<file path="src/rtl/core/lr_pkg.sv">
// Shared constants, types and helpers of the line rasterizer.
package lr_pkg;

   localparam int COORD_BITS = 12;
   localparam int POS_BITS   = COORD_BITS + 1;
   localparam int SPAN_BITS  = COORD_BITS;
   localparam int INC_BITS   = COORD_BITS + 1;
   localparam int ACC_BITS   = COORD_BITS + 3;
   localparam int DIM_BITS   = 13;
   localparam int ADDR_BITS  = 24;
   localparam int COLOR_BITS = 32;
   localparam int PROD_BITS  = DIM_BITS + COORD_BITS;
   localparam int CMP_BITS   = (POS_BITS > DIM_BITS) ? POS_BITS : DIM_BITS;

   localparam int CSR_INDEX_BITS = 1;
   localparam logic [CSR_INDEX_BITS-1:0] CSR_FRAME_WIDTH  = 1'd0;
   localparam logic [CSR_INDEX_BITS-1:0] CSR_FRAME_HEIGHT = 1'd1;
   localparam logic [DIM_BITS-1:0] FRAME_WIDTH_RESET  = 13'd640;
   localparam logic [DIM_BITS-1:0] FRAME_HEIGHT_RESET = 13'd480;

   localparam int QUEUE_DEPTH = 4;
   localparam int QPTR_BITS   = $clog2(QUEUE_DEPTH);
   localparam int QCNT_BITS   = $clog2(QUEUE_DEPTH + 1);
   localparam int OUT_DEPTH   = 4;
   localparam int OPTR_BITS   = $clog2(OUT_DEPTH);
   localparam int OCNT_BITS   = $clog2(OUT_DEPTH + 1);

   typedef enum logic {
      OP_START = 1'b0,
      OP_STEP  = 1'b1
   } op_type;

   typedef struct packed {
      logic                       is_start;
      logic                       steep;
      logic signed [POS_BITS-1:0] major_pos;
      logic signed [POS_BITS-1:0] minor_pos;
      logic signed [POS_BITS-1:0] major_end;
      logic [SPAN_BITS-1:0]       span;
      logic [INC_BITS-1:0]        inc;
      logic                       minor_up;
      logic [COLOR_BITS-1:0]      color;
   } lr_cmd_type;

   typedef struct packed {
      logic [QCNT_BITS-1:0] count;
      logic                 head_valid;
   } lr_queue_status_type;

   typedef struct packed {
      logic [ADDR_BITS-1:0]  addr;
      logic [COLOR_BITS-1:0] color;
      logic                  write_enable;
      logic                  last_pixel;
   } lr_pixel_type;

   function automatic logic [COORD_BITS-1:0] abs_diff(input logic signed [POS_BITS-1:0] d);
      logic signed [POS_BITS-1:0] n;
      n = -d;
      return d[POS_BITS-1] ? n[COORD_BITS-1:0] : d[COORD_BITS-1:0];
   endfunction

endpackage

</file>
<file path="src/rtl/core/lr_if.sv">
// Valid/ready channel interfaces for line commands and pixel results.
interface lr_req_if;
   logic                                     valid;
   logic                                     ready;
   logic                                     op;
   logic signed [lr_pkg::COORD_BITS-1:0]     start_x;
   logic signed [lr_pkg::COORD_BITS-1:0]     start_y;
   logic signed [lr_pkg::COORD_BITS-1:0]     end_x;
   logic signed [lr_pkg::COORD_BITS-1:0]     end_y;
   logic [lr_pkg::COLOR_BITS-1:0]            line_color;

   modport source (output valid, op, start_x, start_y, end_x, end_y, line_color,
                   input ready);
   modport sink   (input valid, op, start_x, start_y, end_x, end_y, line_color,
                   output ready);
endinterface

interface lr_rsp_if;
   logic                           valid;
   logic                           ready;
   logic [lr_pkg::ADDR_BITS-1:0]   pixel_address;
   logic [lr_pkg::COLOR_BITS-1:0]  pixel_color;
   logic                           write_enable;
   logic                           last_pixel;

   modport source (output valid, pixel_address, pixel_color, write_enable, last_pixel,
                   input ready);
   modport sink   (input valid, pixel_address, pixel_color, write_enable, last_pixel,
                   output ready);
endinterface

</file>
<file path="src/rtl/core/lr_front.sv">
// Front end: accepts items, classifies them and prepares line setup for the queue.
module lr_front (
   input  logic                        clock,
   input  logic                        reset,
   lr_req_if.sink                      req_chan,
   input  lr_pkg::lr_queue_status_type queue_status,
   output logic                        push_valid,
   output lr_pkg::lr_cmd_type          push_cmd
);

   logic [lr_pkg::QCNT_BITS:0] occupancy;
   logic accept;

   logic signed [lr_pkg::POS_BITS-1:0] sx, sy, ex, ey, dx, dy;
   logic steep;

   logic                                f1_valid_ff;
   logic                                f1_is_start_ff;
   logic                                f1_steep_ff;
   logic signed [lr_pkg::POS_BITS-1:0]  f1_ax_ff, f1_ay_ff, f1_bx_ff, f1_by_ff;
   logic [lr_pkg::COLOR_BITS-1:0]       f1_color_ff;

   logic                                swap;
   logic signed [lr_pkg::POS_BITS-1:0]  maj_lo, min_lo, maj_hi, min_hi, span_full, dminor;

   // Keep room in the queue for every item already accepted, including the one in the input register.
   assign occupancy = {1'b0, queue_status.count} + (lr_pkg::QCNT_BITS + 1)'(f1_valid_ff);
   assign req_chan.ready = occupancy < (lr_pkg::QCNT_BITS + 1)'(lr_pkg::QUEUE_DEPTH);
   assign accept = req_chan.valid && req_chan.ready;

   assign sx = {req_chan.start_x[lr_pkg::COORD_BITS-1], req_chan.start_x};
   assign sy = {req_chan.start_y[lr_pkg::COORD_BITS-1], req_chan.start_y};
   assign ex = {req_chan.end_x[lr_pkg::COORD_BITS-1], req_chan.end_x};
   assign ey = {req_chan.end_y[lr_pkg::COORD_BITS-1], req_chan.end_y};
   assign dx = sx - ex;
   assign dy = sy - ey;
   assign steep = lr_pkg::abs_diff(dx) < lr_pkg::abs_diff(dy);

   always_ff @(posedge clock) begin
      if (reset) begin
         f1_valid_ff <= 1'b0;
      end else begin
         f1_valid_ff <= accept;
      end
      f1_is_start_ff <= req_chan.op == lr_pkg::OP_START;
      f1_steep_ff    <= steep;
      f1_ax_ff       <= steep ? sy : sx;
      f1_ay_ff       <= steep ? sx : sy;
      f1_bx_ff       <= steep ? ey : ex;
      f1_by_ff       <= steep ? ex : ey;
      f1_color_ff    <= req_chan.line_color;
   end

   assign swap      = f1_ax_ff > f1_bx_ff;
   assign maj_lo    = swap ? f1_bx_ff : f1_ax_ff;
   assign min_lo    = swap ? f1_by_ff : f1_ay_ff;
   assign maj_hi    = swap ? f1_ax_ff : f1_bx_ff;
   assign min_hi    = swap ? f1_ay_ff : f1_by_ff;
   assign span_full = maj_hi - maj_lo;
   assign dminor    = min_hi - min_lo;

   always_comb begin
      push_valid         = f1_valid_ff;
      push_cmd.is_start  = f1_is_start_ff;
      push_cmd.steep     = f1_steep_ff;
      push_cmd.major_pos = maj_lo;
      push_cmd.minor_pos = min_lo;
      push_cmd.major_end = maj_hi;
      push_cmd.span      = span_full[lr_pkg::SPAN_BITS-1:0];
      push_cmd.inc       = {lr_pkg::abs_diff(dminor), 1'b0};
      push_cmd.minor_up  = min_hi > min_lo;
      push_cmd.color     = f1_color_ff;
   end

endmodule

</file>
<file path="src/rtl/core/lr_cmd_queue.sv">
// Short command queue between the front end and the pixel stepper.
module lr_cmd_queue (
   input  logic                        clock,
   input  logic                        reset,
   input  logic                        push,
   input  lr_pkg::lr_cmd_type          push_cmd,
   input  logic                        pop,
   output lr_pkg::lr_queue_status_type status,
   output lr_pkg::lr_cmd_type          head_cmd
);

   lr_pkg::lr_cmd_type              mem_ff [lr_pkg::QUEUE_DEPTH];
   logic [lr_pkg::QPTR_BITS-1:0]    wr_ptr_ff, wr_ptr_in;
   logic [lr_pkg::QPTR_BITS-1:0]    rd_ptr_ff, rd_ptr_in;
   logic [lr_pkg::QCNT_BITS-1:0]    count_ff, count_in;

   always_comb begin
      wr_ptr_in = push ? wr_ptr_ff + 1'b1 : wr_ptr_ff;
      rd_ptr_in = pop ? rd_ptr_ff + 1'b1 : rd_ptr_ff;
      count_in  = count_ff + lr_pkg::QCNT_BITS'(push) - lr_pkg::QCNT_BITS'(pop);
   end

   always_ff @(posedge clock) begin
      if (reset) begin
         wr_ptr_ff <= '0;
         rd_ptr_ff <= '0;
         count_ff  <= '0;
      end else begin
         wr_ptr_ff <= wr_ptr_in;
         rd_ptr_ff <= rd_ptr_in;
         count_ff  <= count_in;
      end
      if (push) begin
         mem_ff[wr_ptr_ff] <= push_cmd;
      end
   end

   assign status.count      = count_ff;
   assign status.head_valid = count_ff != '0;
   assign head_cmd          = mem_ff[rd_ptr_ff];

endmodule

</file>
<file path="src/rtl/core/lr_back.sv">
// Back end: Bresenham stepper, address pipeline and result queue.
module lr_back (
   input  logic                           clock,
   input  logic                           reset,
   input  lr_pkg::lr_queue_status_type    queue_status,
   input  lr_pkg::lr_cmd_type             head_cmd,
   input  logic [lr_pkg::DIM_BITS-1:0]    frame_width,
   input  logic [lr_pkg::DIM_BITS-1:0]    frame_height,
   output logic                           pop,
   lr_rsp_if.source                       rsp_chan
);

   logic                                active_ff, active_in;
   logic                                steep_ff, steep_in;
   logic signed [lr_pkg::POS_BITS-1:0]  major_pos_ff, major_pos_in;
   logic signed [lr_pkg::POS_BITS-1:0]  minor_pos_ff, minor_pos_in;
   logic signed [lr_pkg::POS_BITS-1:0]  major_end_ff, major_end_in;
   logic [lr_pkg::SPAN_BITS-1:0]        span_ff, span_in;
   logic [lr_pkg::INC_BITS-1:0]         inc_ff, inc_in;
   logic signed [lr_pkg::ACC_BITS-1:0]  acc_ff, acc_in;
   logic                                minor_up_ff, minor_up_in;
   logic [lr_pkg::COLOR_BITS-1:0]       color_ff, color_in;

   logic signed [lr_pkg::POS_BITS-1:0]  px, py;
   logic                                last, in_frame;
   logic signed [lr_pkg::ACC_BITS-1:0]  acc_sum, acc_back, span_ext;

   logic                                s1_valid_ff, s1_valid_in;
   logic [lr_pkg::COORD_BITS-1:0]       s1_px_ff, s1_py_ff;
   logic                                s1_inside_ff, s1_last_ff;
   logic [lr_pkg::COLOR_BITS-1:0]       s1_color_ff;

   logic                                s2_valid_ff;
   logic [lr_pkg::PROD_BITS-1:0]        s2_prod_ff;
   logic [lr_pkg::COORD_BITS-1:0]       s2_px_ff;
   logic                                s2_inside_ff, s2_last_ff;
   logic [lr_pkg::COLOR_BITS-1:0]       s2_color_ff;

   lr_pkg::lr_pixel_type                out_mem_ff [lr_pkg::OUT_DEPTH];
   lr_pkg::lr_pixel_type                out_pixel;
   logic [lr_pkg::PROD_BITS-1:0]        addr_sum;
   logic [lr_pkg::OPTR_BITS-1:0]        owr_ptr_ff, owr_ptr_in, ord_ptr_ff, ord_ptr_in;
   logic [lr_pkg::OCNT_BITS-1:0]        ocount_ff, ocount_in;
   logic [lr_pkg::OCNT_BITS:0]          in_flight;
   logic                                out_pop;

   // A command is taken only when the result queue can absorb everything in flight.
   assign in_flight = {1'b0, ocount_ff} + (lr_pkg::OCNT_BITS + 1)'(s1_valid_ff)
                      + (lr_pkg::OCNT_BITS + 1)'(s2_valid_ff);
   assign pop = queue_status.head_valid
                && (in_flight < (lr_pkg::OCNT_BITS + 1)'(lr_pkg::OUT_DEPTH));

   assign px       = steep_ff ? minor_pos_ff : major_pos_ff;
   assign py       = steep_ff ? major_pos_ff : minor_pos_ff;
   assign last     = major_pos_ff >= major_end_ff;
   assign in_frame = !px[lr_pkg::POS_BITS-1] && !py[lr_pkg::POS_BITS-1]
                     && (lr_pkg::CMP_BITS'(px[lr_pkg::COORD_BITS-1:0])
                         < lr_pkg::CMP_BITS'(frame_width))
                     && (lr_pkg::CMP_BITS'(py[lr_pkg::COORD_BITS-1:0])
                         < lr_pkg::CMP_BITS'(frame_height));

   assign span_ext = $signed(lr_pkg::ACC_BITS'(span_ff));
   assign acc_sum  = acc_ff + $signed(lr_pkg::ACC_BITS'(inc_ff));
   assign acc_back = acc_sum - $signed(lr_pkg::ACC_BITS'({span_ff, 1'b0}));

   always_comb begin
      active_in    = active_ff;
      steep_in     = steep_ff;
      major_pos_in = major_pos_ff;
      minor_pos_in = minor_pos_ff;
      major_end_in = major_end_ff;
      span_in      = span_ff;
      inc_in       = inc_ff;
      acc_in       = acc_ff;
      minor_up_in  = minor_up_ff;
      color_in     = color_ff;
      s1_valid_in  = 1'b0;
      if (pop) begin
         if (head_cmd.is_start) begin
            active_in    = 1'b1;
            steep_in     = head_cmd.steep;
            major_pos_in = head_cmd.major_pos;
            minor_pos_in = head_cmd.minor_pos;
            major_end_in = head_cmd.major_end;
            span_in      = head_cmd.span;
            inc_in       = head_cmd.inc;
            acc_in       = '0;
            minor_up_in  = head_cmd.minor_up;
            color_in     = head_cmd.color;
         end else if (active_ff) begin
            s1_valid_in  = 1'b1;
            major_pos_in = major_pos_ff + lr_pkg::POS_BITS'(1);
            if (acc_sum > span_ext) begin
               minor_pos_in = minor_up_ff ? minor_pos_ff + lr_pkg::POS_BITS'(1)
                                          : minor_pos_ff - lr_pkg::POS_BITS'(1);
               acc_in       = acc_back;
            end else begin
               acc_in       = acc_sum;
            end
            if (last) begin
               active_in = 1'b0;
            end
         end
      end
   end

   always_ff @(posedge clock) begin
      if (reset) begin
         active_ff   <= 1'b0;
         s1_valid_ff <= 1'b0;
         s2_valid_ff <= 1'b0;
      end else begin
         active_ff   <= active_in;
         s1_valid_ff <= s1_valid_in;
         s2_valid_ff <= s1_valid_ff;
      end
      steep_ff     <= steep_in;
      major_pos_ff <= major_pos_in;
      minor_pos_ff <= minor_pos_in;
      major_end_ff <= major_end_in;
      span_ff      <= span_in;
      inc_ff       <= inc_in;
      acc_ff       <= acc_in;
      minor_up_ff  <= minor_up_in;
      color_ff     <= color_in;

      s1_px_ff     <= px[lr_pkg::COORD_BITS-1:0];
      s1_py_ff     <= py[lr_pkg::COORD_BITS-1:0];
      s1_inside_ff <= in_frame;
      s1_last_ff   <= last;
      s1_color_ff  <= color_ff;

      s2_prod_ff   <= frame_width * s1_py_ff;
      s2_px_ff     <= s1_px_ff;
      s2_inside_ff <= s1_inside_ff;
      s2_last_ff   <= s1_last_ff;
      s2_color_ff  <= s1_color_ff;
   end

   assign addr_sum = s2_prod_ff + lr_pkg::PROD_BITS'(s2_px_ff);

   always_comb begin
      out_pixel.addr         = s2_inside_ff ? lr_pkg::ADDR_BITS'(addr_sum) : '0;
      out_pixel.color        = s2_color_ff;
      out_pixel.write_enable = s2_inside_ff;
      out_pixel.last_pixel   = s2_last_ff;
   end

   assign out_pop = rsp_chan.valid && rsp_chan.ready;

   always_comb begin
      owr_ptr_in = s2_valid_ff ? owr_ptr_ff + 1'b1 : owr_ptr_ff;
      ord_ptr_in = out_pop ? ord_ptr_ff + 1'b1 : ord_ptr_ff;
      ocount_in  = ocount_ff + lr_pkg::OCNT_BITS'(s2_valid_ff)
                   - lr_pkg::OCNT_BITS'(out_pop);
   end

   always_ff @(posedge clock) begin
      if (reset) begin
         owr_ptr_ff <= '0;
         ord_ptr_ff <= '0;
         ocount_ff  <= '0;
      end else begin
         owr_ptr_ff <= owr_ptr_in;
         ord_ptr_ff <= ord_ptr_in;
         ocount_ff  <= ocount_in;
      end
      if (s2_valid_ff) begin
         out_mem_ff[owr_ptr_ff] <= out_pixel;
      end
   end

   assign rsp_chan.valid         = ocount_ff != '0;
   assign rsp_chan.pixel_address = out_mem_ff[ord_ptr_ff].addr;
   assign rsp_chan.pixel_color   = out_mem_ff[ord_ptr_ff].color;
   assign rsp_chan.write_enable  = out_mem_ff[ord_ptr_ff].write_enable;
   assign rsp_chan.last_pixel    = out_mem_ff[ord_ptr_ff].last_pixel;

endmodule

</file>
<file path="src/rtl/core/line_rasterizer_unit.sv">
// Top level of the Bresenham line rasterizer.
//
//   channel   dir  handshake          carries
//   req_chan  in   valid/ready        op, start_x, start_y, end_x, end_y, line_color
//   rsp_chan  out  valid/ready        pixel_address, pixel_color, write_enable, last_pixel
//   csr_*     in   write enable only  frame_width (index 0), frame_height (index 1)
//
// One item is accepted per cycle while req_chan.ready is high; each active step item yields
// one pixel, with the stepper's error update setting that rate.
// After its step item is accepted, a pixel passes the input register, command queue, stepper,
// multiplier register and result queue before it is offered, the first loaded at the accepting edge.
// Reset is synchronous; no clearing pass is needed and items are taken the cycle after.
// A stalled result side fills the result queue and then the command queue before
// req_chan.ready falls.
module line_rasterizer_unit (
   input  logic                              clock,
   input  logic                              reset,
   lr_req_if.sink                            req_chan,
   lr_rsp_if.source                          rsp_chan,
   input  logic                              csr_write_enable,
   input  logic [lr_pkg::CSR_INDEX_BITS-1:0] csr_index,
   input  logic [lr_pkg::DIM_BITS-1:0]       csr_write_data
);

   logic [lr_pkg::DIM_BITS-1:0] frame_width_ff, frame_width_in;
   logic [lr_pkg::DIM_BITS-1:0] frame_height_ff, frame_height_in;

   logic                        push_valid;
   lr_pkg::lr_cmd_type          push_cmd;
   lr_pkg::lr_cmd_type          head_cmd;
   lr_pkg::lr_queue_status_type queue_status;
   logic                        pop;

   always_comb begin
      frame_width_in  = frame_width_ff;
      frame_height_in = frame_height_ff;
      if (csr_write_enable) begin
         case (csr_index)
            lr_pkg::CSR_FRAME_WIDTH:  frame_width_in  = csr_write_data;
            lr_pkg::CSR_FRAME_HEIGHT: frame_height_in = csr_write_data;
            default: ;
         endcase
      end
   end

   always_ff @(posedge clock) begin
      if (reset) begin
         frame_width_ff  <= lr_pkg::FRAME_WIDTH_RESET;
         frame_height_ff <= lr_pkg::FRAME_HEIGHT_RESET;
      end else begin
         frame_width_ff  <= frame_width_in;
         frame_height_ff <= frame_height_in;
      end
   end

   lr_front u_front (
      .clock        (clock),
      .reset        (reset),
      .req_chan     (req_chan),
      .queue_status (queue_status),
      .push_valid   (push_valid),
      .push_cmd     (push_cmd)
   );

   lr_cmd_queue u_queue (
      .clock    (clock),
      .reset    (reset),
      .push     (push_valid),
      .push_cmd (push_cmd),
      .pop      (pop),
      .status   (queue_status),
      .head_cmd (head_cmd)
   );

   lr_back u_back (
      .clock        (clock),
      .reset        (reset),
      .queue_status (queue_status),
      .head_cmd     (head_cmd),
      .frame_width  (frame_width_ff),
      .frame_height (frame_height_ff),
      .pop          (pop),
      .rsp_chan     (rsp_chan)
   );

endmodule

</file>
<file path="src/flat_wrapper.sv">
// flat-port wrapper written by rule: the top's interface ports become plain ports
module line_rasterizer_unit_flat 
  (clock, reset, csr_write_enable, csr_index, csr_write_data, req_chan_valid, req_chan_op, req_chan_start_x, req_chan_start_y, req_chan_end_x, req_chan_end_y, req_chan_line_color, req_chan_ready, rsp_chan_valid, rsp_chan_pixel_address, rsp_chan_pixel_color, rsp_chan_write_enable, rsp_chan_last_pixel, rsp_chan_ready);
  lr_req_if req_chan_i ();
  lr_rsp_if rsp_chan_i ();
  input  logic clock;
  input  logic reset;
  input  logic csr_write_enable;
  input  logic [lr_pkg::CSR_INDEX_BITS-1:0] csr_index;
  input  logic [lr_pkg::DIM_BITS-1:0] csr_write_data;
  input wire logic [$bits(req_chan_i.valid)-1:0] req_chan_valid;
  input wire logic [$bits(req_chan_i.op)-1:0] req_chan_op;
  input wire logic [$bits(req_chan_i.start_x)-1:0] req_chan_start_x;
  input wire logic [$bits(req_chan_i.start_y)-1:0] req_chan_start_y;
  input wire logic [$bits(req_chan_i.end_x)-1:0] req_chan_end_x;
  input wire logic [$bits(req_chan_i.end_y)-1:0] req_chan_end_y;
  input wire logic [$bits(req_chan_i.line_color)-1:0] req_chan_line_color;
  output wire logic [$bits(req_chan_i.ready)-1:0] req_chan_ready;
  output wire logic [$bits(rsp_chan_i.valid)-1:0] rsp_chan_valid;
  output wire logic [$bits(rsp_chan_i.pixel_address)-1:0] rsp_chan_pixel_address;
  output wire logic [$bits(rsp_chan_i.pixel_color)-1:0] rsp_chan_pixel_color;
  output wire logic [$bits(rsp_chan_i.write_enable)-1:0] rsp_chan_write_enable;
  output wire logic [$bits(rsp_chan_i.last_pixel)-1:0] rsp_chan_last_pixel;
  input wire logic [$bits(rsp_chan_i.ready)-1:0] rsp_chan_ready;
  assign req_chan_i.valid = req_chan_valid;
  assign req_chan_i.op = req_chan_op;
  assign req_chan_i.start_x = req_chan_start_x;
  assign req_chan_i.start_y = req_chan_start_y;
  assign req_chan_i.end_x = req_chan_end_x;
  assign req_chan_i.end_y = req_chan_end_y;
  assign req_chan_i.line_color = req_chan_line_color;
  assign req_chan_ready = req_chan_i.ready;
  assign rsp_chan_valid = rsp_chan_i.valid;
  assign rsp_chan_pixel_address = rsp_chan_i.pixel_address;
  assign rsp_chan_pixel_color = rsp_chan_i.pixel_color;
  assign rsp_chan_write_enable = rsp_chan_i.write_enable;
  assign rsp_chan_last_pixel = rsp_chan_i.last_pixel;
  assign rsp_chan_i.ready = rsp_chan_ready;
  line_rasterizer_unit u_core (.clock(clock), .reset(reset), .req_chan(req_chan_i), .rsp_chan(rsp_chan_i), .csr_write_enable(csr_write_enable), .csr_index(csr_index), .csr_write_data(csr_write_data));
endmodule
</file>
<file path="config.mk">
export PLATFORM = sky130hd
export DESIGN_NAME = line_rasterizer_unit_flat
export DESIGN_NICKNAME = d
export VERILOG_FILES = /design/src/rtl/core/lr_pkg.sv /design/src/rtl/core/lr_if.sv /design/src/rtl/core/lr_front.sv /design/src/rtl/core/lr_cmd_queue.sv /design/src/rtl/core/lr_back.sv /design/src/rtl/core/line_rasterizer_unit.sv /design/src/flat_wrapper.sv
export SDC_FILE = /design/constraint.sdc
export NUM_CORES = 1
export LEC_CHECK = 0
export ABC_AREA = 1
export BUFFER_PORTS_ARGS = -buffer_cell sky130_fd_sc_hd__buf_2
export CAP_MARGIN = 25
export CORE_ASPECT_RATIO = 0.8
export CORE_MARGIN = 2
export CORE_UTILIZATION = 40
export CTS_CLUSTER_DIAMETER = 80
export DETAILED_ROUTE_END_ITERATION = 8
export PLACE_DENSITY_LB_ADDON = 0.1
export SLEW_MARGIN = 20
export SYNTH_ARGS = -nofsm -noshare
export SYNTH_HDL_FRONTEND = slang
export SYNTH_SLANG_ARGS = --single-unit
</file>
<file path="constraint.sdc">
create_clock -name clock -period 8 [get_ports clock]
set_input_delay 1.6 -clock clock [delete_from_list [all_inputs] [get_ports clock]]
set_output_delay 1.6 -clock clock [all_outputs]
set_load 0.02 [all_outputs]
</file>
* Word level (Yosys, flattened, before mapping) *
Memory sizes are Yosys's and may differ from the RTL's. A register that Yosys moved wholly into a read port is not among the register bits.
Index checks and enable logic that the tools add are counted.

storage, ports and cells
  RAM bits = 624
  bits in registers = 371
  memories = 2

operators by class
  $add $sub $neg = 24
  bitwise operators = 3
  mux-type cells = 34
  multiply operators = 1
  reductions and logical operators = 18
  magnitude comparators = 9

memory list
  name                      words  bits a word  rd ports  clocked after Yosys merged registers in  wr ports  line                source
  u_core.u_queue.mem_ff     4      98           1         1                                        1         lr_cmd_queue.sv:12  lr_pkg::lr_cmd_type mem_ff [lr_pkg::QUEUE_DEPTH];
  u_core.u_back.out_mem_ff  4      58           1         1                                        1         lr_back.sv:39       lr_pkg::lr_pixel_type out_mem_ff [lr_pkg::OUT_DEPTH];

operator list
  kind                                                                  count
  13-bit two-way mux                                                    16
  12-bit two-way mux                                                    3
  12-bit negation                                                       3
  15-bit two-way mux                                                    2
  13-bit by 2-bit adder with 13-bit output, second input constant       2
  13-bit greater-than comparator                                        2
  12-bit by 13-bit < comparator with 1-bit output                       2
  12-bit by 12-bit subtractor with 13-bit output                        2
  24-bit by 12-bit adder with 24-bit output                             1
  13-bit by 12-bit multiplier with 24-bit output                        1
  24-bit two-way mux                                                    1
  15-bit by 14-bit adder with 15-bit output                             1
  15-bit by 13-bit greater-than comparator with 1-bit output            1
  15-bit by 14-bit subtractor with 15-bit output                        1
  13-bit greater-or-equal comparator                                    1
  13-bit subtractor                                                     1
  13-bit by 2-bit subtractor with 13-bit output, second input constant  1
  12-bit < comparator                                                   1
  12-bit subtractor                                                     1
  2-bit by 1-bit adder with 2-bit output, second input constant         4
  3-bit by 1-bit adder with 4-bit output                                2
  4-bit by 3-bit < comparator with 1-bit output, second input constant  2
  1-bit two-way mux                                                     8
  2-bit two-way mux                                                     4
  other kinds (11)                                                      26

* Depth between registers and ports, before layout *
Gate-level depths: netlist (run 1).

  depth in word-level cells = 6
  mapped depth = 28
  gate-level depth less buffers = 27

* Hierarchy *
From an unflattened synthesis (run 1), not the netlist that was laid out.

unflattened totals
  cells, all modules = 4,812
  area, all modules = 49,089.6 µm²

by module, submodules not included
  module                cells an instance  seq. area each (µm²)  times used  area an instance (µm²)
  lr_back               2,476              13,162.6              1           25,147.9
  lr_cmd_queue          1,210              12,071.6              1           16,445.8
  lr_front              985                1,661.6               1           6,471.2
  line_rasterizer_unit  141                520.5                 1           1,024.7

* Least setup slack after synthesis (run 1) *
Ideal clock, no wire load.

  path kind = register to register
  start point = register with a tool-made name
  end point = register u_core.u_back.acc_ff[10] (netlist bit) (enable)
  buffers on the path = 1
  period minus slack after synthesis = 5.734 ns
  library setup time = 0.384 ns
  cell stages (with the launch flop) = 8
  setup slack = 2.266 ns
  arrival time = 5.350 ns
  cells stage by stage = dfxtp_1 -> clkbuf_1 -> nand2_1 -> a32oi_1 -> inv_1 -> nor2_1 -> inv_1 -> nand2_1

RTL lines
  element                 line            source
  end signal: assignment  lr_back.sv:123  acc_ff <= acc_in;
  end: declaration        lr_back.sv:20   logic signed [lr_pkg::ACC_BITS-1:0] acc_ff, acc_in;

* Final worst setup path (run 1) *
  start point = register u_core.frame_width_ff[7] (netlist bit)
  end point = register u_core.u_back.s2_prod_ff[21] (netlist bit)

on the way
  longest elaborated chain between the ends = 1

ends and longest elaborated chain
  element                                         line                        source
  start: declaration                              line_rasterizer_unit.sv:25  logic [lr_pkg::DIM_BITS-1:0] frame_width_ff, frame_width_in;
  start signal: assignment                        line_rasterizer_unit.sv:48  frame_width_ff <= lr_pkg::FRAME_WIDTH_RESET;
  start signal: assignment                        line_rasterizer_unit.sv:51  frame_width_ff <= frame_width_in;
  13-bit by 12-bit multiplier with 24-bit output  lr_back.sv:133              s2_prod_ff <= frame_width * s1_py_ff;
  end signal: assignment                          lr_back.sv:133
  end: declaration                                lr_back.sv:34               logic [lr_pkg::PROD_BITS-1:0] s2_prod_ff;

Every way passes these cells.
A chain may end at the register's enable or synchronous reset.

==> run metrics, run 1 <==
CTS resizes=0; GR Overflow Total=0; CTS tree=yes; Core Region=113000 um^2; status=finished clean; largest net degree at the start of global routing=91; Vias=29800; Critical Path AT=between 6 and 7 ns; Die H=between 300 and 400 um; synthesized area=45500 um^2; hpwl dp=75800 um; drt initial violations=2080; routability-driven placement congestion ratio=roughly 0.84; max_slew headroom=34.8%; Routed Antenna Nets=0; Final TNS setup=0 ns; commonest non-fill, non-tap cell in the layout=edfxtp_1; Area Growth Syn to Fin=12.4%; critical path type=reg -> reg; share of cells above drive strength 1=9.07%; Max Clock Skew=0.0502 ns; DRC viols=0; RSZ-0062 raised after global routing=no; PortBufs=159; first-pass GRT wire length=roughly 180000 um; First-pass DRT Iterations=5; gr usage total=19.5%; most frequent cells in the layout=edfxtp_1, nand2_1, inv_1; vias per inst=between 4 and 5; number of flops mapped to enable cells by yosys=722; placed cell areas=47900 um^2; standard-cell row count=110; synth warn=0; ys flop type=edfxtp_1; CTS Buf Count=101; fin nets=4828; Critical Path Most Common Cell=fa_1; Final Max Slew Viols=0; Slowest cell on crit path=dfxtp_1; post-synthesis average cell area=10.7 um^2; antenna violations before repair=11; die area=117000 um^2; CTS Hold Bufs=0; Post-synth ARST share=0%; vias in the first global route=29200; Worst Path Max Fanout=13; Fmax achieved=~180 MHz; Setup Fix Bufs, Post-CTS=0; HP Class=reg -> reg; Setup WS post-layout=between 2 and 2.5 ns; Clk pin slew, worst setup/hold paths=about 0.06 ns; clock root cell=clkbuf_16; Yosys reg bits=980; DIE WIDTH=381 um; CP max stage delay=0.66 ns; Hold Fails Final Rpt=0; pre-CTS WS=between 2 and 2.5 ns; Setup crit end kind=flip-flop; Slew @ Worst Pin=0.978 ns; final worst path period share=between 70% and 80%; top-level port count=160; Final min period=5.62 ns; CP Cell Sequence=nand2_1 -> fa_1 -> fa_1 -> fa_1 -> inv_1 -> fa_1 -> inv_1 -> fa_1 -> inv_1 -> ha_1 -> a21o_1 -> a211oi_1 -> inv_1 -> a21oi_1 -> o21bai_1 -> a21oi_1 -> o21ai_0 -> a21oi_1 -> xor2_1; Startpoint Class=flip-flop; Initial Util=40.4%; register area share after synthesis=between 50% and 60%; average wire per cell in the routed design=18.8 um; final instance area=approximately 50000 um^2; Synth Net Count=roughly 4700; final setup fails=0; Netlist cell types=58; clk sinks=980; Worst EP required=a little under 9 ns; Routed WL=~110000 um; clk_lat worst skew=~0.7 ns; Longest Clk Path Bufs=3; Max-Cap Viols=0; post-synthesis cell count=4258; H-tree depth=3
-- layer usage --
metal	GRT usage [%]	routed length, um
met4	5.52	2770
met5	0	7
met1	28.5	55000
met3	2.97	5320
met2	29.9	49700
-- sequential cells by signal (all words and copies together) (netlist names), 14 cells and up, named ones only --
signal and flops:
u_core.u_back.acc_ff 14, u_core.u_back.color_ff 32, u_core.u_back.out_mem_ff 232, u_core.u_back.s1_color_ff 32, u_core.u_back.s2_color_ff 32, u_core.u_back.s2_prod_ff 24
u_core.u_front.f1_color_ff 32, u_core.u_queue.mem_ff 380
-- layout make-up --
type / count / area, um^2
fill: 10500 / 61500
sequential: 980 / 26900
multi-input combinational: 2582 / 16100
clock buffer: 142 / 2880
inverter: 535 / 2020
tap: 1512 / 1890
timing repair buffer: 190 / 1060
clock inverter: 46 / 398
antenna: 1 / 2.50
-- worst max-delay path, delay by kind of cell, from the launching register on --
| kind | cells | cell delay, ns |
|---|---|---|
| and+or+nand+nor | 1 | 0.17 |
| adders and majority gates | 6 | 2.83 |
| xor gates and xnor gates | 1 | 0.15 |
| DFF | 1 | 0.66 |
| AOI/OAI and AO/OA | 7 | 1.49 |
| buffers and inverters | 4 | 0.21 |
-- per-stage QoR --
step                hold WS, ns  util (%)  instances
finish                    0.326      45.4       5988
global route              0.330      45.4       5988
CTS                       0.323      45.4       5987
detailed placement        0.312      42.5       5799
global placement          0.310      42.5       5797
floorplan                 0.310         -       4258
-- Yosys cell counts, drive strengths merged, types with 12 or more instances --
master  count  share of area, %
a21oi     177               2.0
nand4      21              0.29
dfxtp     258                11
inv       534               4.4
xor2       86               1.7
fa        117               5.1
ha        221               6.1
clkbuf    149               1.2
xnor2      40              0.77
o211ai     20              0.35
o21ai     500               5.5
buf        12              0.17
nor3       31              0.34
o22ai     148               2.0
nor2      428               3.5
edfxtp    722                48
nand3      90               1.0
nand2     622               5.2
o21bai     12              0.21
-- path summary, 6_finish.rpt --
check	from	to	slack, ns	cells past startpoint
max reg2reg	u_core.frame_width_ff[7]	u_core.u_back.s2_prod_ff[21]	2.38	19
min reg2reg	u_core.u_back.s1_color_ff[10]	u_core.u_back.s2_color_ff[10]	0.33	0
max	u_core.frame_width_ff[7]	u_core.u_back.s2_prod_ff[21]	2.38	19
min	u_core.u_back.s1_color_ff[10]	u_core.u_back.s2_color_ff[10]	0.33	0
-- cells by family after synthesis --
family	share of synthesized area (%)
and+or+nand+nor	10.8
xor gates and xnor gates	2.42
buffers and inverters	5.81
DFF	58.9
AOI/OAI and AO/OA	10.8
adders and majority gates	11.2
Power of run 1 is left out: the tool's default activity adds up to more than one toggle a clock period on the data nets, which glitch-free logic cannot reach.
==> run 2: changes to the inputs <==
Settings changed: ABC_AREA 1 to 0.
Clock period 8 ns to 5.5 ns, I/O delays scaled along.
==> run 2 against run 1 <==
Net effect:
- worst setup slack worse by 2.2 ns
- global-route usage is 1.9 points lower
- largest cell class unchanged
- critical path depth grew 2
- cell area grew 2.5%
- critical endpoint is now u_core.u_back.s2_prod_ff[23]
==> run metrics, run 2 <==
status=finished clean; Reg with most FFs=u_core.u_queue.mem_ff; routability-driven placement congestion ratio=0.822 (-2.7%); HP Class=reg -> reg; average wire per cell in the routed design=19.9 um (+5.9%); Core Region=113000 um^2 (-0.12%); most frequent cells in the layout=edfxtp_1, inv_1, nand2_1; DIE WIDTH=381 um (-0.13%); hold path depth=0 (unchanged); Hold Fails Final Rpt=0 (unchanged); Worst Reg-to-Reg Cells=21 (+2); First-pass DRT Iterations=5 (unchanged); H-tree depth=3 (unchanged); Initial Util=40.3% (-0.057 points); hpwl dp=71500 um (-5.6%); peak supply drop=0.000412 V; Slowest cell on crit path=fa_1; count leader, synth=edfxtp_1; first-pass GRT wire length=158000 um (-10%); fin cells=5110 (-15%); Leak=between 20 and 25 nW; Yosys reg bits=980 (unchanged); RSZ-0062 raised after global routing=yes; Longest Clk Path Bufs=3 (unchanged); Die H=305 um (-0.13%); Area Growth Syn to Fin=15.6%; Worst path top cell family by delay=adder cells; Levels on crit path=21 (+2); drt initial violations=1570 (-25%); PwrDens=roughly 690 nW/um^2; synth warn=0 (unchanged); post-synth top area share=47.7% (+0.13 points); largest cells by area after synthesis=edfxtp_1, dfxtp_1, mux4_2; fin nets=3951 (-18%); CTS tree=yes; Max Clock Skew=0.0596 ns (+0.00944 ns); clk_lat worst skew=0.73 ns (+0.02 ns); synthesized area=45400 um^2 (-0.26%); placed cells=4919 (-15%); Synth Net Count=3682 (-22%); Clk pin slew, worst setup/hold paths=0.06 ns (about the same); area leader, netlist=edfxtp_1; CP Cell Sequence=buf_4 -> nand2_1 -> fa_1 -> fa_1 -> inv_1 -> fa_1 -> fa_1 -> inv_1 -> fa_1 -> inv_1 -> ha_1 -> nor3_1 -> nor2_1 -> o41a_1 -> a211oi_2 -> a2111oi_2 -> buf_4 -> nor3_1 -> o41ai_1 -> a21oi_1 -> xnor2_1; die area=116000 um^2 (-0.26%); vias per inst=4.98 (about the same); Final Max Slew Viols=0 (unchanged); ys flop type=edfxtp_1; Worst Path Buf+Inv=5 (+1); CP max stage delay=0.54 ns (-0.12 ns); largest net degree at the start of global routing=95 (+4.4%); Vias=25500 (-15%); number of flops mapped to enable cells by yosys=722 (unchanged); post-synthesis average cell area=14.0 um^2 (+31%); Routed WL=102000 um (-9.6%); CTS Hold Bufs=0 (unchanged); register area share after synthesis=59.1% (+0.16 points); Startpoint Class=flip-flop; Worst EP required=6.08 ns (-2.56 ns); Slew @ Worst Pin=1.05 ns (+0.0697 ns); DRC viols=0 (unchanged); Critical Path AT=5.95 ns (-0.31 ns); Fmax achieved=186 MHz (+4.7%); WHS=0.293 ns (-0.0333 ns); CTS Buf Count=98 (-3.0%); max_slew headroom=29.4% (-5.4 points); Netlist cell types=85 (+47%); final instance area=52500 um^2 (+2.5%); Post-synth top cells=edfxtp_1, inv_1, nand2_1; post-synthesis cell count=3244 (-24%); number of flip-flops in the largest register=380 (unchanged); Final min period=5.36 ns (-0.253 ns); share of cells above drive strength 1=20.4% (+11 points); Setup crit end kind=flip-flop; Routed Antenna Nets=0 (unchanged); standard-cell row count=110 (unchanged); commonest non-fill, non-tap cell in the layout=edfxtp_1; placed cell areas=48700 um^2 (+1.7%); GR Overflow Total=0 (unchanged); final setup fails=0 (unchanged); Worst Path Max Fanout=8 (-5); critical path type=reg -> reg; Post-synth ARST share=0% (unchanged); antenna violations before repair=6 (-5); top-level port count=160 (unchanged); gr usage total=17.6% (-1.9 points); Util after Layout=46.6% (+1.2 points); Max-Cap Viols=0 (unchanged); clock root cell=clkbuf_16; final worst path period share=97.5% (+27 points); clk sinks=980 (unchanged); Critical Path Most Common Cell=fa_1; PortBufs=159 (unchanged); Largest regs=u_core.u_queue.mem_ff (380), u_core.u_back.out_mem_ff (232); vias in the first global route=26900 (-7.7%)
==> run 2: layout make-up <==
cell class	count	area (um^2)
inverter	321	1210
timing repair buffer	278	1790
multi-input combinational	1834	17200
tap	1512	1890
clock buffer	131	2780
fill	9965	60100
sequential	980	26900
clock inverter	53	764
antenna	1	2.50
==> run 2: worst paths after layout <==
| kind | endpoint | slack [ns] | start |
|---|---|---|---|
| worst min-delay path | u_core.u_back.s2_color_ff[17] | 0.29 | u_core.u_back.s1_color_ff[17] |
| worst max-delay path | u_core.u_back.s2_prod_ff[23] | 0.14 | u_core.u_back.s1_py_ff[3] |
| worst max register to register | u_core.u_back.s2_prod_ff[23] | 0.14 | u_core.u_back.s1_py_ff[3] |
| worst min register to register | u_core.u_back.s2_color_ff[17] | 0.29 | u_core.u_back.s1_color_ff[17] |
==> run 2: what timing repair did <==
item	4_1_cts	5_1_grt
pin swaps	0	25
buffers inserted	0	3
cloned	0	2
gates resized for setup	8	24
setup endpoints to repair	2	56
==> run 2: routing by layer <==
| metal | GRT usage [%] | routed length (um) |
|---|---|---|
| met1 | 23.9 | 47000 |
| met2 | 29.6 | 49100 |
| met3 | 2.83 | 3880 |
| met4 | 4.39 | 1960 |
| met5 | 0 | 0 |
==> run 2: metrics by stage <==
| stage | total power [mW] | setup WS, ns | TNS [ns] |
|---|---|---|---|
| 2_1_floorplan | 24.1 | -0.0240 | -0.240 |
| 3_3_place_gp | 28.9 | -0.357 | -13.46 |
| 3_5_place_dp | 29.2 | -0.481 | -19.23 |
| 4_1_cts | 36.5 | 0.0124 | 0 |
| 5_1_grt | 39.1 | -0.217 | -0.752 |
| 6_report | 36.3 | 0.138 | 0 |
==> run 2: power by group <==
group	switching (mW)	total (mW)	leakage [nW]	internal, mW
clock	2.91	7.13	1.71	4.22
sequential	1.18	12.3	8.71	11.1
combinational	9.83	16.9	9.66	7.09
total	13.9	36.3	20.1	22.4
==> run 2: cells by family (layout without fill, tap and decap cells) <==
kind of cell,after synthesis,count (layout),share of synthesized area [%]
other,0,1,0
AO/OA/AOI/OAI,391,391,5.56
AND/OR/NAND/NOR,682,682,7.15
XOR/XNOR,153,153,2.98
adder cells (fa/ha/maj),347,347,11.4
multiplexers,261,261,10.1
flip-flops,980,980,59.1
buffers and inverters,430,783,3.62
Power figures use the tool's default switching activity.
